File: src/hdl/hsfl_pkg.sv
`default_nettype none
// ----------------------------------------------------------------------------
// hsfl_pkg
// shared types, constants and the log table of the scaled forward block
// ----------------------------------------------------------------------------
package hsfl_pkg;

  localparam int NUM_STATES = 4;
  localparam int SW = (NUM_STATES > 1) ? $clog2(NUM_STATES) : 1;
  // matrix entry index
  localparam int MIW = $clog2(NUM_STATES * NUM_STATES);
  localparam int PW = 24;
  localparam int ACCW = 40;
  // raw alpha: sum of NUM_STATES products of Q1.23, rounded to Q.23
  localparam int RAWW = 25 + SW;
  // scale: sum of NUM_STATES raw alphas
  localparam int SCW = RAWW + SW;
  localparam int POSW = $clog2(SCW);
  localparam int DIVW = RAWW + 23;
  localparam int DCW = $clog2(DIVW + 1);
  localparam int LN2_Q16 = 45426;

  typedef enum logic [1:0] {
    REQ_LOAD_M0   = 2'd0,
    REQ_LOAD_M1   = 2'd1,
    REQ_LOAD_INIT = 2'd2,
    REQ_OBS       = 2'd3
  } req_t;

  // controller to datapath
  typedef struct packed {
    logic           clr_acc;     // clear the raw accumulator
    logic           mac;         // one multiply-accumulate step
    logic           raw_done;    // round and store the raw alpha of dst
    logic           div_start;   // load the divider for dst
    logic           div_step;    // one restoring step
    logic           div_done;    // write the quotient to the alpha
    logic           zero_alpha;  // clear alpha of dst
    logic           ln_norm;     // register normalized fraction
    logic           ln_mul;      // interpolation product
    logic           ln_add;      // accumulate ln
    logic           set_zero;    // zero scale seen
    logic           emit;        // load the output register and clear
    logic           use_init;
    logic           obs_bit;
    logic [SW-1:0]  src;
    logic [SW-1:0]  dst;
  } cmd_t;

  typedef struct packed {
    logic scale_zero;
  } sts_t;

  function automatic logic [16:0] ln_tab(input logic [4:0] i);
    logic [16:0] v;
    case (i)
      5'd0:    v = 17'd0;
      5'd1:    v = 17'd3973;
      5'd2:    v = 17'd7719;
      5'd3:    v = 17'd11262;
      5'd4:    v = 17'd14624;
      5'd5:    v = 17'd17821;
      5'd6:    v = 17'd20870;
      5'd7:    v = 17'd23783;
      5'd8:    v = 17'd26573;
      5'd9:    v = 17'd29248;
      5'd10:   v = 17'd31818;
      5'd11:   v = 17'd34292;
      5'd12:   v = 17'd36675;
      5'd13:   v = 17'd38975;
      5'd14:   v = 17'd41196;
      5'd15:   v = 17'd43345;
      5'd16:   v = 17'd45426;
      default: v = 17'd0;
    endcase
    return v;
  endfunction

endpackage
`default_nettype wire

File: src/hdl/hsfl_if.sv
`default_nettype none
// ----------------------------------------------------------------------------
// hsfl_in_if / hsfl_out_if
// valid/ready channels of the scaled forward block
// ----------------------------------------------------------------------------
interface hsfl_in_if;
  logic        valid;
  logic        ready;
  logic [1:0]  req_type;
  logic [1:0]  row_index;
  logic [1:0]  col_index;
  logic [23:0] coef_value;
  logic        obs_bit;
  logic        seq_start;
  logic        job_end;
  modport source (output valid, req_type, row_index, col_index, coef_value,
                  obs_bit, seq_start, job_end, input ready);
  modport sink (input valid, req_type, row_index, col_index, coef_value,
                obs_bit, seq_start, job_end, output ready);
endinterface

interface hsfl_out_if;
  logic               valid;
  logic               ready;
  logic signed [39:0] ll_total;
  logic               zero_sum_seen;
  modport source (output valid, ll_total, zero_sum_seen, input ready);
  modport sink (input valid, ll_total, zero_sum_seen, output ready);
endinterface
`default_nettype wire

File: src/hdl/hmm_scaled_forward_loglik_top.sv
`default_nettype none
// ----------------------------------------------------------------------------
// hmm_scaled_forward_loglik_top
// scaled forward recursion with log-likelihood output
// ----------------------------------------------------------------------------
// A load is written at its accepting edge and does not hold off the input. An
// observation runs the multiply-accumulate sweep on one shared multiplier (N
// products and one rounding step per destination), the scale check and log,
// and the restoring divider (DIVW=50) that normalizes each alpha one quotient
// bit per cycle; a zero scale skips log and divider and clears every alpha.
// The input is held off until the observation is done, the divider dominating. On the last
// observation of a job the total is then handed to the output register,
// later while that register still holds an unread result. One
// observation is worked at a time; a finished result sits in the output
// register while the next item enters.
module hmm_scaled_forward_loglik_top (
  input  wire logic clk,
  input  wire logic rst_n,
  hsfl_in_if.sink   in_ch,
  hsfl_out_if.source out_ch
);
  import hsfl_pkg::*;

  cmd_t cmd;
  sts_t sts;
  logic busy;
  logic signed [39:0] res_ll;
  logic res_zero;
  logic out_valid_r;
  logic signed [39:0] out_ll_r;
  logic out_zero_r;
  logic acc_w, obs_go;

  assign in_ch.ready = !busy;
  assign acc_w = in_ch.valid && in_ch.ready;
  assign obs_go = acc_w && (in_ch.req_type == REQ_OBS);

  hsfl_ctrl u_ctrl (
    .clk, .rst_n, .obs_go,
    .obs_bit(in_ch.obs_bit), .seq_start(in_ch.seq_start),
    .job_end(in_ch.job_end), .sts,
    .out_free(!out_valid_r || out_ch.ready),
    .cmd, .busy
  );

  hsfl_dp u_dp (
    .clk, .rst_n,
    .ld_en(acc_w && in_ch.req_type != REQ_OBS),
    .ld_type(in_ch.req_type), .ld_row(in_ch.row_index),
    .ld_col(in_ch.col_index), .ld_val(in_ch.coef_value),
    .cmd, .sts, .res_ll, .res_zero
  );

  // output register
  always_ff @(posedge clk) begin
    if (!rst_n) out_valid_r <= 1'b0;
    else if (cmd.emit) out_valid_r <= 1'b1;
    else if (out_ch.ready) out_valid_r <= 1'b0;
    if (cmd.emit) begin
      out_ll_r <= res_ll;
      out_zero_r <= res_zero;
    end
  end

  assign out_ch.valid = out_valid_r;
  assign out_ch.ll_total = out_ll_r;
  assign out_ch.zero_sum_seen = out_zero_r;

endmodule
`default_nettype wire

File: src/hdl/hsfl_ctrl.sv
`default_nettype none
// ----------------------------------------------------------------------------
// hsfl_ctrl
// sequencer of one observation: mac sweep, scale, log, divides
// ----------------------------------------------------------------------------
module hsfl_ctrl (
  input  wire logic          clk,
  input  wire logic          rst_n,
  input  wire logic          obs_go,
  input  wire logic          obs_bit,
  input  wire logic          seq_start,
  input  wire logic          job_end,
  input  wire hsfl_pkg::sts_t sts,
  input  wire logic          out_free,
  output hsfl_pkg::cmd_t     cmd,
  output logic               busy
);
  import hsfl_pkg::*;

  typedef enum logic [3:0] {
    S_IDLE, S_MAC, S_RAW, S_CHK, S_LN0, S_LN1, S_LN2, S_DLOAD, S_DSTEP,
    S_DDONE, S_ZERO, S_EMIT
  } state_t;

  state_t         state_r;
  logic [SW-1:0]  src_r, dst_r;
  logic [DCW-1:0] cnt_r;
  logic           bit_r, init_r, end_r;

  localparam logic [SW-1:0] LAST = SW'(NUM_STATES - 1);

  // command decode
  always_comb begin
    cmd = '0;
    cmd.src = src_r;
    cmd.dst = dst_r;
    cmd.obs_bit = bit_r;
    cmd.use_init = init_r;
    case (state_r)
      S_MAC:   cmd.mac = 1'b1;
      S_RAW:   cmd.raw_done = 1'b1;
      S_CHK:   cmd.set_zero = sts.scale_zero;
      S_LN0:   cmd.ln_norm = 1'b1;
      S_LN1:   cmd.ln_mul = 1'b1;
      S_LN2:   cmd.ln_add = 1'b1;
      S_DLOAD: cmd.div_start = 1'b1;
      S_DSTEP: cmd.div_step = 1'b1;
      S_DDONE: cmd.div_done = 1'b1;
      S_ZERO:  cmd.zero_alpha = 1'b1;
      S_EMIT:  cmd.emit = out_free;
      default: ;
    endcase
    cmd.clr_acc = (state_r == S_IDLE) || (state_r == S_RAW);
  end

  assign busy = (state_r != S_IDLE);

  // state and counters
  always_ff @(posedge clk) begin
    if (!rst_n) begin
      state_r <= S_IDLE;
      src_r <= '0;
      dst_r <= '0;
      cnt_r <= '0;
      bit_r <= 1'b0;
      init_r <= 1'b0;
      end_r <= 1'b0;
    end else begin
      case (state_r)
        S_IDLE: if (obs_go) begin
          bit_r <= obs_bit;
          init_r <= seq_start;
          end_r <= job_end;
          src_r <= '0;
          dst_r <= '0;
          state_r <= S_MAC;
        end
        S_MAC: begin
          if (src_r == LAST) begin
            src_r <= '0;
            state_r <= S_RAW;
          end else src_r <= src_r + 1'b1;
        end
        S_RAW: begin
          if (dst_r == LAST) begin
            dst_r <= '0;
            state_r <= S_CHK;
          end else begin
            dst_r <= dst_r + 1'b1;
            state_r <= S_MAC;
          end
        end
        S_CHK:   state_r <= sts.scale_zero ? S_ZERO : S_LN0;
        S_LN0:   state_r <= S_LN1;
        S_LN1:   state_r <= S_LN2;
        S_LN2:   state_r <= S_DLOAD;
        S_DLOAD: begin
          cnt_r <= DCW'(DIVW - 1);
          state_r <= S_DSTEP;
        end
        S_DSTEP: begin
          if (cnt_r == '0) state_r <= S_DDONE;
          else cnt_r <= cnt_r - 1'b1;
        end
        S_DDONE: begin
          if (dst_r == LAST) begin
            dst_r <= '0;
            state_r <= end_r ? S_EMIT : S_IDLE;
          end else begin
            dst_r <= dst_r + 1'b1;
            state_r <= S_DLOAD;
          end
        end
        S_ZERO: begin
          if (dst_r == LAST) begin
            dst_r <= '0;
            state_r <= end_r ? S_EMIT : S_IDLE;
          end else dst_r <= dst_r + 1'b1;
        end
        S_EMIT:  if (out_free) state_r <= S_IDLE;
        default: state_r <= S_IDLE;
      endcase
    end
  end

  a_go_idle: assert property (@(posedge clk) disable iff (!rst_n)
    obs_go |-> state_r == S_IDLE) else $error("observation taken while busy");
  a_emit_free: assert property (@(posedge clk) disable iff (!rst_n)
    cmd.emit |-> out_free) else $error("emit into full output");
  a_div_cnt: assert property (@(posedge clk) disable iff (!rst_n)
    (state_r == S_DLOAD) |=> (state_r == S_DSTEP && cnt_r == DCW'(DIVW - 1)))
    else $error("divider count not loaded");

endmodule
`default_nettype wire

File: src/hdl/hsfl_dp.sv
`default_nettype none
// ----------------------------------------------------------------------------
// hsfl_dp
// storage, shared multiply-accumulate, log unit and restoring divider
// ----------------------------------------------------------------------------
module hsfl_dp (
  input  wire logic                 clk,
  input  wire logic                 rst_n,
  input  wire logic                 ld_en,
  input  wire logic [1:0]           ld_type,
  input  wire logic [1:0]           ld_row,
  input  wire logic [1:0]           ld_col,
  input  wire logic [23:0]          ld_val,
  input  wire hsfl_pkg::cmd_t       cmd,
  output hsfl_pkg::sts_t            sts,
  output logic signed [39:0]        res_ll,
  output logic                      res_zero
);
  import hsfl_pkg::*;

  logic [PW-1:0] m0_r [NUM_STATES*NUM_STATES];
  logic [PW-1:0] m1_r [NUM_STATES*NUM_STATES];
  logic [PW-1:0] init_r [NUM_STATES];
  logic [PW-1:0] alpha_r [NUM_STATES];
  logic [RAWW-1:0] raw_r [NUM_STATES];
  logic [RAWW+23-1:0] acc_r;
  logic [SCW-1:0] scale_r;
  logic signed [ACCW-1:0] ll_r;
  logic zflag_r;

  // row-major matrix entry index
  function automatic logic [MIW-1:0] mat_idx(input logic [SW-1:0] r,
                                             input logic [SW-1:0] c);
    return MIW'(r) * MIW'(NUM_STATES) + MIW'(c);
  endfunction

  // loads: indexes at or beyond NUM_STATES are dropped
  logic [3:0] ld_row_w, ld_col_w;
  logic       ld_ok;
  assign ld_row_w = {2'b00, ld_row};
  assign ld_col_w = {2'b00, ld_col};
  assign ld_ok = (32'(ld_row_w) < NUM_STATES) &&
                 ((ld_type == REQ_LOAD_INIT) || (32'(ld_col_w) < NUM_STATES));

  always_ff @(posedge clk) begin
    if (ld_en && ld_ok) begin
      case (ld_type)
        REQ_LOAD_M0:   m0_r[mat_idx(SW'(ld_row), SW'(ld_col))] <= ld_val;
        REQ_LOAD_M1:   m1_r[mat_idx(SW'(ld_row), SW'(ld_col))] <= ld_val;
        REQ_LOAD_INIT: init_r[SW'(ld_row)] <= ld_val;
        default: ;
      endcase
    end
  end

  // multiply-accumulate over the source states
  logic [PW-1:0] prior_w, coef_w;
  logic [2*PW-1:0] prod_w;
  assign prior_w = cmd.use_init ? init_r[cmd.src] : alpha_r[cmd.src];
  assign coef_w = cmd.obs_bit ? m1_r[mat_idx(cmd.src, cmd.dst)]
                              : m0_r[mat_idx(cmd.src, cmd.dst)];
  assign prod_w = prior_w * coef_w;

  logic [RAWW-1:0] round_w;
  assign round_w = RAWW'((acc_r + (RAWW+23)'(1 << 22)) >> 23);

  always_ff @(posedge clk) begin
    if (cmd.clr_acc) acc_r <= '0;
    else if (cmd.mac) acc_r <= acc_r + (RAWW+23)'(prod_w);
    if (cmd.mac && cmd.src == '0 && cmd.dst == '0) scale_r <= '0;
    if (cmd.raw_done) begin
      raw_r[cmd.dst] <= round_w;
      scale_r <= ((cmd.dst == '0) ? '0 : scale_r) + SCW'(round_w);
    end
  end

  assign sts.scale_zero = (scale_r == '0);

  // log: msb position search, then table interpolation
  logic [POSW-1:0] p_w;
  always_comb begin
    p_w = '0;
    for (int k = 0; k < SCW; k++) if (scale_r[k]) p_w = POSW'(k);
  end

  logic [SCW+15:0] sh_w;
  assign sh_w = {scale_r, 16'd0} >> p_w;

  logic [POSW-1:0] p_r;
  logic [3:0] fi_r;
  logic [11:0] fr_r;
  logic [16:0] t0_r;
  always_ff @(posedge clk) begin
    if (cmd.ln_norm) begin
      p_r <= p_w;
      fi_r <= sh_w[15:12];
      fr_r <= sh_w[11:0];
    end
    if (cmd.ln_mul) t0_r <= ln_tab({1'b0, fi_r});
  end
  // slope between table points times the fraction remainder
  logic [16:0] dtc_w;
  logic [28:0] ipc_w;
  assign dtc_w = ln_tab({1'b0, fi_r} + 5'd1) - ln_tab({1'b0, fi_r});
  assign ipc_w = dtc_w * fr_r;
  logic [28:0] ip2_r;
  always_ff @(posedge clk) if (cmd.ln_mul) ip2_r <= ipc_w;

  logic signed [ACCW+1:0] ln_w, sum_w;
  assign ln_w = (ACCW+2)'($signed({1'b0, p_r}) - 23) * (ACCW+2)'(LN2_Q16)
              + (ACCW+2)'(t0_r) + (ACCW+2)'(ip2_r >> 12);
  assign sum_w = (ACCW+2)'(ll_r) + ln_w;

  // restoring divider: (raw << 23) / scale
  logic [DIVW-1:0] q_r;
  logic [SCW:0] rem_r;
  logic [SCW:0] trial_w;
  assign trial_w = {rem_r[SCW-1:0], q_r[DIVW-1]};

  always_ff @(posedge clk) begin
    if (cmd.div_start) begin
      q_r <= {raw_r[cmd.dst], 23'd0};
      rem_r <= '0;
    end else if (cmd.div_step) begin
      if (trial_w >= {1'b0, scale_r}) begin
        rem_r <= trial_w - {1'b0, scale_r};
        q_r <= {q_r[DIVW-2:0], 1'b1};
      end else begin
        rem_r <= trial_w;
        q_r <= {q_r[DIVW-2:0], 1'b0};
      end
    end
  end

  // alphas, accumulator and flag
  always_ff @(posedge clk) begin
    if (!rst_n) begin
      for (int k = 0; k < NUM_STATES; k++) alpha_r[k] <= '0;
      ll_r <= '0;
      zflag_r <= 1'b0;
    end else begin
      if (cmd.div_done) alpha_r[cmd.dst] <= q_r[PW-1:0];
      if (cmd.zero_alpha) alpha_r[cmd.dst] <= '0;
      if (cmd.set_zero) zflag_r <= 1'b1;
      if (cmd.ln_add) begin
        if (sum_w > (ACCW+2)'(41'sd549755813887)) ll_r <= {1'b0, {(ACCW-1){1'b1}}};
        else if (sum_w < -(ACCW+2)'(41'sd549755813888)) ll_r <= {1'b1, {(ACCW-1){1'b0}}};
        else ll_r <= ACCW'(sum_w);
      end
      if (cmd.emit) begin
        ll_r <= '0;
        zflag_r <= 1'b0;
      end
    end
  end

  assign res_ll = ll_r;
  assign res_zero = zflag_r;

  a_zero_no_ln: assert property (@(posedge clk) disable iff (!rst_n)
    cmd.set_zero |-> !cmd.ln_add) else $error("log added on zero scale");
  a_div_scale: assert property (@(posedge clk) disable iff (!rst_n)
    cmd.div_start |-> scale_r != '0) else $error("divide by zero scale");
  a_emit_clear: assert property (@(posedge clk) disable iff (!rst_n)
    cmd.emit |=> (ll_r == '0 && !zflag_r)) else $error("accumulator not cleared");

endmodule
`default_nettype wire

File: src/flat_wrapper.sv
// flat-port wrapper written by rule: the top's interface ports become plain ports
module hmm_scaled_forward_loglik_top_flat import hsfl_pkg::*;
  (clk, rst_n, in_ch_valid, in_ch_req_type, in_ch_row_index, in_ch_col_index, in_ch_coef_value, in_ch_obs_bit, in_ch_seq_start, in_ch_job_end, in_ch_ready, out_ch_valid, out_ch_ll_total, out_ch_zero_sum_seen, out_ch_ready);
  hsfl_in_if in_ch_i ();
  hsfl_out_if out_ch_i ();
  input  wire logic clk;
  input  wire logic rst_n;
  input wire logic [$bits(in_ch_i.valid)-1:0] in_ch_valid;
  input wire logic [$bits(in_ch_i.req_type)-1:0] in_ch_req_type;
  input wire logic [$bits(in_ch_i.row_index)-1:0] in_ch_row_index;
  input wire logic [$bits(in_ch_i.col_index)-1:0] in_ch_col_index;
  input wire logic [$bits(in_ch_i.coef_value)-1:0] in_ch_coef_value;
  input wire logic [$bits(in_ch_i.obs_bit)-1:0] in_ch_obs_bit;
  input wire logic [$bits(in_ch_i.seq_start)-1:0] in_ch_seq_start;
  input wire logic [$bits(in_ch_i.job_end)-1:0] in_ch_job_end;
  output wire logic [$bits(in_ch_i.ready)-1:0] in_ch_ready;
  output wire logic [$bits(out_ch_i.valid)-1:0] out_ch_valid;
  output wire logic [$bits(out_ch_i.ll_total)-1:0] out_ch_ll_total;
  output wire logic [$bits(out_ch_i.zero_sum_seen)-1:0] out_ch_zero_sum_seen;
  input wire logic [$bits(out_ch_i.ready)-1:0] out_ch_ready;
  assign in_ch_i.valid = in_ch_valid;
  assign in_ch_i.req_type = in_ch_req_type;
  assign in_ch_i.row_index = in_ch_row_index;
  assign in_ch_i.col_index = in_ch_col_index;
  assign in_ch_i.coef_value = in_ch_coef_value;
  assign in_ch_i.obs_bit = in_ch_obs_bit;
  assign in_ch_i.seq_start = in_ch_seq_start;
  assign in_ch_i.job_end = in_ch_job_end;
  assign in_ch_ready = in_ch_i.ready;
  assign out_ch_valid = out_ch_i.valid;
  assign out_ch_ll_total = out_ch_i.ll_total;
  assign out_ch_zero_sum_seen = out_ch_i.zero_sum_seen;
  assign out_ch_i.ready = out_ch_ready;
  hmm_scaled_forward_loglik_top u_core (.clk(clk), .rst_n(rst_n), .in_ch(in_ch_i), .out_ch(out_ch_i));
endmodule
File: config.mk
export PLATFORM = sky130hd
export DESIGN_NAME = hmm_scaled_forward_loglik_top_flat
export DESIGN_NICKNAME = d
export VERILOG_FILES = /design/src/hdl/hsfl_pkg.sv /design/src/hdl/hsfl_if.sv /design/src/hdl/hmm_scaled_forward_loglik_top.sv /design/src/hdl/hsfl_ctrl.sv /design/src/hdl/hsfl_dp.sv /design/src/flat_wrapper.sv
export SDC_FILE = /design/constraint.sdc
export NUM_CORES = 2
export LEC_CHECK = 0
export ABC_AREA = 1
export ABC_CLOCK_PERIOD_IN_PS = 14700
export BUFFER_PORTS_ARGS = -buffer_cell sky130_fd_sc_hd__buf_4
export CAP_MARGIN = 20
export CORE_UTILIZATION = 55
export DETAILED_ROUTE_END_ITERATION = 12
export GPL_TIMING_DRIVEN = 0
export PLACE_DENSITY_LB_ADDON = 0.12
export SYNTH_ARGS = -nofsm -noshare
export SYNTH_HDL_FRONTEND = slang
export SYNTH_SLANG_ARGS = --single-unit
File: constraint.sdc
create_clock -name clk -period 14.7 [get_ports clk]
set_input_delay 1.47 -clock clk [delete_from_list [all_inputs] [get_ports clk]]
set_output_delay 1.47 -clock clk [all_outputs]
set_load 0.1 [all_outputs]
## Word-level counts from Yosys, hierarchy flattened

Memory sizes are Yosys's and may differ from the RTL's. A register that Yosys moved wholly into a read port is not among the register bits.
Index checks and enable logic that the tools add are counted.

- Logic and storage cells: 210
- Memories: 8
- Register bits after elaboration: 325
- Output and inout port bits: 43
- RAM bits: 1068
- Memory bits (read-only): 1024

Memories:

| memory | words | bits a word | read ports | clocked after memory_dff | write ports | line | text |
|---|---|---|---|---|---|---|---|
| (no name shown) | 32 | 16 | 1 | 0 | 0 | hsfl_pkg.sv:56 | `case (i)` |
| u_core.u_dp.m0_r | 16 | 24 | 1 | 0 | 1 | hsfl_dp.sv:21 | `logic [PW-1:0] m0_r [NUM_STATES*NUM_STATES];` |
| u_core.u_dp.m1_r | 16 | 24 | 1 | 0 | 1 | hsfl_dp.sv:22 | `logic [PW-1:0] m1_r [NUM_STATES*NUM_STATES];` |
| (no name shown) | 16 | 16 | 1 | 1 | 0 | hsfl_pkg.sv:56 |  |
| (no name shown) | 16 | 16 | 1 | 1 | 0 | hsfl_pkg.sv:56 |  |
| u_core.u_dp.raw_r | 4 | 27 | 1 | 1 | 1 | hsfl_dp.sv:25 | `logic [RAWW-1:0] raw_r [NUM_STATES];` |
| 2 more memories | n/a | n/a | n/a | n/a | n/a | n/a |  |

- Add/sub/neg operators: 15
- Muxes and demuxes: 98
- Multiply operators: 3
- Eq/ne operators: 23
- Bitwise operators: 2
- $lt $le $gt $ge: 5
- Reduce and logical (&&, ||, !) cells: 33
- Shift-type cells: 1

Operators by type and width:

| cell | count |
|---|---|
| two-way mux 5 bit | 27 |
| two-way mux 29 bit | 4 |
| two-way mux 50 bit | 2 |
| two-way mux 24 bit | 4 |
| adder 42 x 17 -> 42 bit | 2 |
| two-way mux 40 bit | 2 |
| adder 50 x 23 -> 50 bit (second input constant) | 1 |
| adder 50 x 48 -> 50 bit | 1 |
| multiplier 24 x 24 -> 48 bit | 1 |
| one-hot mux 4 bit (12 select lines) | 1 |
| >> shifter 45 x 5 -> 16 bit | 1 |
| adder 40 x 42 -> 42 bit | 1 |
| greater-than comparator 42 x 40 -> 1 bit (second input constant) | 1 |
| < comparator 42 x 40 -> 1 bit (second input constant) | 1 |
| multiplier 42 x 15 -> 41 bit (second input constant) | 1 |
| two-way mux 4 bit | 9 |
| two-way mux 1 bit | 34 |
| greater-or-equal comparator 30 x 29 -> 1 bit | 1 |
| adder 29 x 27 -> 29 bit | 1 |
| zero test 29 bit | 1 |
| multiplier 17 x 12 -> 29 bit | 1 |
| subtractor 29 bit | 1 |
| OR reduction 24 bit | 1 |
| two-way mux 2 bit | 11 |
| other kinds (32) | 70 |

## Longest topological paths before layout

- Depth after elaboration: 30
- Depth in mapped cells: 53

## Hierarchy

From an unflattened synthesis, not the netlist that was laid out.

- Cells, all modules: 8856
- Area total of the unflattened synthesis: 89911.2 µm²

Modules (own cells, without submodules):

| module | cells each | seq. area each (µm²) | area each (µm²) | times used |
|---|---|---|---|---|
| hsfl_dp | 8634 | 38557.0 | 87462.6 | 1 |
| hmm_scaled_forward_loglik_top | 52 | 1251.2 | 1303.8 | 1 |
| hsfl_ctrl | 170 | 340.3 | 1144.8 | 1 |

## Worst setup path after synthesis

No wires, ideal clock.

- Path kind: register to register
- From: register u_core.u_dp.fi_r[2]
- To: register u_core.u_dp.ip2_r[28], data pin
- Cell stages (with the launch flop): 46
- Required time: 14438 ps
- Clock period less this slack: 8896 ps
- Setup slack: 5804 ps
- Arrival time: 8634 ps
- Setup time: 262 ps
- Path through: edfxtp_1 -> clkbuf_1 -> clkinv_1 -> ha_1 -> clkbuf_1 -> o31ai_1 -> nand2_1 -> fa_1 -> o21ai_0 -> a21oi_1 -> o21ai_0 -> nand2_1 -> nand2_1 -> a21oi_1 -> or2_2 -> nand2_1 -> a21oi_1 -> or2_2 -> [10 not listed] -> inv_1 -> fa_1 -> inv_1 -> fa_1 -> fa_1 -> inv_1 -> fa_1 -> ha_1 -> nand2_1 -> a21oi_1 -> a211oi_1 -> nand2_1 -> a21oi_1 -> o21ai_1 -> a21o_1 -> nand2_1 -> o21ai_1 -> xor2_1

- Longest elaborated chain between the ends: 4

Ends and longest elaborated chain:

| what | line | text |
|---|---|---|
| start, declared | hsfl_dp.sv:90 | `logic [3:0] fi_r;` |
| start signal, assigned | hsfl_dp.sv:96 | `fi_r <= sh_w[15:12];` |
| adder 4 x 1 -> 5 bit | hsfl_dp.sv:104 | `assign dtc_w = ln_tab({1'b0, fi_r} + 5'd1) - ln_tab({1'b0, fi_r});` |
| memory read (32 x 16 bit) | n/a |  |
| subtractor 17 bit | hsfl_dp.sv:104 |  |
| multiplier 17 x 12 -> 29 bit | hsfl_dp.sv:105 | `assign ipc_w = dtc_w * fr_r;` |
| via u_core.u_dp.ipc_w[28] | hsfl_dp.sv:103 | `logic [28:0] ipc_w;` |
| end signal, assigned | hsfl_dp.sv:107 | `always_ff @(posedge clk) if (cmd.ln_mul) ip2_r <= ipc_w;` |
| end, declared | hsfl_dp.sv:106 | `logic [28:0] ip2_r;` |

The timed path passes the listed nets, and every way through them passes these cells.
A chain may end at the register's enable or synchronous reset.

## Worst setup path after layout

- From: register u_core.u_ctrl.dst_r[0]
- To: register u_core.u_dp.acc_r[49]

- Longest elaborated chain between the ends: 5

Ends and longest elaborated chain:

| what | line | text |
|---|---|---|
| start, declared | hsfl_ctrl.sv:26 | `logic [SW-1:0] src_r, dst_r;` |
| start signal, assigned | hsfl_ctrl.sv:89 | `dst_r <= dst_r + 1'b1;` |
| start signal, assigned | hsfl_ctrl.sv:110 | `dst_r <= dst_r + 1'b1;` |
| start signal, assigned | hsfl_ctrl.sv:118 | `end else dst_r <= dst_r + 1'b1;` |
| adder 4 x 2 -> 4 bit (*) | hsfl_dp.sv:34 | `return MIW'(r) * MIW'(NUM_STATES) + MIW'(c);` |
| memory read (16 x 24 bit) (on tied branches) | n/a |  |
| two-way mux 24 bit (*) | hsfl_dp.sv:60 | `assign coef_w = cmd.obs_bit ? m1_r[mat_idx(cmd.src, cmd.dst)]` |
| multiplier 24 x 24 -> 48 bit (*) | hsfl_dp.sv:62 | `assign prod_w = prior_w * coef_w;` |
| adder 50 x 48 -> 50 bit (*) | hsfl_dp.sv:69 | `else if (cmd.mac) acc_r <= acc_r + (RAWW+23)'(prod_w);` |
| end signal, assigned | hsfl_dp.sv:69 |  |
| end, declared | hsfl_dp.sv:26 | `logic [RAWW+23-1:0] acc_r;` |

Mark *: on every way between the ends. The rest lies on a longest branch, timed or not.

==> metrics.cfg <==
[yosys]
ys_ff_latch=1400
synth_top_family_by_area=adder cells
synth_cell_type_count=69
synthCells=8897
synth.area.top_cells=edfxtp_1 (41%), fa_1 (16%), ha_1 (7.0%)
synthSimpleGateAreaFrac_pct=11.9
synth_area_um2=90000
synth_compound_area_share_pct=11.1
synth_most_common_cell=nand2_1
yosysWarnings=0
netlist_top_cells_count=nand2_1 (1576), inv_1 (1305), edfxtp_1 (1219)
synth_edf_count=1219
syn_area_per_cell_um2=10.1
synthArstFlopShare_pct=0
synthAdderAreaFrac_pct=23.2
ys.flop_type=edfxtp_1
synth_nets=10200
synthDominantCellAreaShare_pct=40.7
yosys.area.top_type=edfxtp_1
muxShareOfSynthArea_pct=0
ys_seq_area_share_pct=44.7
synth-xor-area-share_pct=1.75

[timing]
rsz0062_at_grt=false
hold_viol=0
max_slew_margin_pct=15.0
skew_ps=73.7
drv_slew=0
max_freq_ghz=0.0813
tns_ps=0
fin_crit_sh_pct=83.7
worst_slew_pin_slew_ps=1260
fin_crit_ps=12300
finalSetupViolations=0

[clock_tree]
worstSkewPairLatency_ps=840
cts_resized=0
cts_tree=done
cts-root-buf=clkbuf_16
cts_buffers=152
clk_path_buf_depth=3
post_cts_buffers=0
cts_hold_buf=0
clk_pin_slew_worst_paths_ps=60
cts_htree_levels=4
cts.sinks=1400

[floorplan]
io_pins=80
start_util_pct=55.3
dieHeight_um=406
rows=148
die_w_um=406
design.core.area_um2=163000
die_area_um2=165000

[finish]
nets=10500
layout-drive-gt1-share_pct=5.64
multiInputGateArea_um2=43400
areaGrowthSynthToFinish_pct=10.8
regArea_um2=40200
fill_cells=13700

[drt]
wl_per_cell_um=25.4
firstDrtPassIters=9
routed_via_density=5.99
routed_wl_um=293000
drt_iter0_drc=8710
ant_nets=0
drc=0
num_vias=68900

[global_route]
antenna_found_initial=16
grt_overflow_total=0
grt_pass1_wl_um=429000
grt_start_max_net_pins=37
grt_pass1_vias=67300
grt.total_usage_pct=35.6

[setup_path]
required_ps=15460
path_common_cell=nand2_1
r2r_slack_ps=2400
r2r_cells=41
crit_arrival_ps=13060
worstSetupPathType=reg -> reg
crit_slowest_cell=clkbuf_1
critPathLaunchType=register
critPathMaxStageDelay_ps=800
critPathCaptureType=register
reg2reg_from=u_core.u_ctrl.dst_r[0]
r2r-end=u_core.u_dp.acc_r[49]
worst-path-max-fanout=10

[min_path]
hold_end=u_core.out_ch.zero_sum_seen
hp-class=reg -> reg
hp-start=u_core.u_dp.res_zero
whs_path_depth=0

[outcome]
status=finished, final reports clean

[placement]
routabilityCongestion=1.01
hpwl_um=219000
portBuffers=78

[flow_run]
cap_violations=0

## through the flow
stage	setup WS [ps]	area, um^2	std cells	util, %	hold slack (ps)
floorplan	5800	90000	8897	-	408
finish	2400	99800	11500	61.4	444
detailed placement	2840	94800	11200	58.3	434
global placement	2880	93300	11200	57.4	424
CTS	2760	99700	11500	61.3	446
global route	2060	99700	11500	61.3	454
## layer usage
layer	GRT usage, %	part of all wire (%)
met4	18.4	6.0
met5	0	0.012
met3	7.90	12
met2	53.4	44
met1	48.7	39
## state kept, by name (all words and copies together), names as in the netlist, 6 cells and up, named ones only
name / cells
u_core.u_dp.raw_r: 108
u_core.u_dp.q_r: 50
u_core.u_ctrl.cnt_r: 6
u_core.u_dp.acc_r: 50
u_core.u_dp.res_ll: 40
u_core.u_dp.alpha_r: 96
u_core.u_dp.fr_r: 12
u_core.u_dp.t0_r: 16
u_core.u_dp.rem_r: 29
u_core.out_ch.ll_total: 40
u_core.u_dp.init_r: 96
u_core.u_dp.ip2_r: 17
u_core.u_dp.m0_r: 384
u_core.u_dp.m1_r: 384
u_core.u_dp.scale_r: 29
## kinds of logic (layout without fill, tap and decap cells)
kind of cell | after synthesis | in the layout
xor+xnor | 179 | 179
compound gates | 1651 | 1651
fa+ha+maj | 1230 | 1230
simple gates | 2697 | 2697
buf+inv | 1740 | 2165
flops | 1400 | 1400
other cells | 0 | 7
## worst max-delay path: cells and delay by family, from the launching register on
family	cells	cell delay [ps]
buf+inv	11	3110
fa+ha+maj	8	3570
xor+xnor	1	210
flops	1	640
simple gates	12	1890
compound gates	9	2750
## worst max path at each step
stage | depth (start not counted) | slack (ps) | startpoint | to
final | 41 | 2400 | u_core.u_ctrl.dst_r[0] | u_core.u_dp.acc_r[49]
after CTS | 37 | 2760 | u_core.u_ctrl.dst_r[0] | u_core.u_dp.acc_r[48]
after global placement | 37 | 2880 | u_core.u_ctrl.dst_r[0] | u_core.u_dp.acc_r[48]
after detailed placement | 37 | 2840 | u_core.u_ctrl.dst_r[0] | u_core.u_dp.acc_r[48]
after global routing | 41 | 2060 | u_core.u_ctrl.dst_r[0] | u_core.u_dp.acc_r[49]
after floorplan | 45 | 5800 | u_core.u_dp.fi_r[2] | u_core.u_dp.ip2_r[28]
## cell usage in the layout, fill, tap and decap left out, drive strengths merged, types with 16 or more instances in the layout
cell / netlist / routed
a211oi: 16 / 16
a21oi: 700 / 700
a22o: 27 / 27
a31oi: 47 / 47
buf: 49 / 193
clkbuf: 354 / 555
clkinv: 19 / 84
dfxtp: 181 / 181
edfxtp: 1219 / 1219
fa: 729 / 729
ha: 501 / 501
inv: 1318 / 1327
nand2: 1590 / 1590
nand3: 249 / 249
nand4: 25 / 25
nor2: 768 / 768
nor3: 32 / 32
o211ai: 31 / 31
o21a: 19 / 19
o21ai: 447 / 447
o221ai: 204 / 204
o22ai: 70 / 70
o32ai: 27 / 27
or2: 21 / 21
xnor2: 63 / 63
xor2: 116 / 116
## cell type report
type / count / share of cell area, %
plain buffers: 403 / 1.63
clock inverters: 80 / 0.788
diodes: 7 / 0.0176
flip-flops and latches: 1400 / 40.3
multi-input cells: 5757 / 43.6
well taps: 2175 / 2.73
repair buffers: 145 / 1.83
inverters: 1337 / 5.03
clock buffers: 200 / 4.10
Power is not shown: default switching activity piles up to over one toggle a cycle in this logic, so the estimate is an artifact.
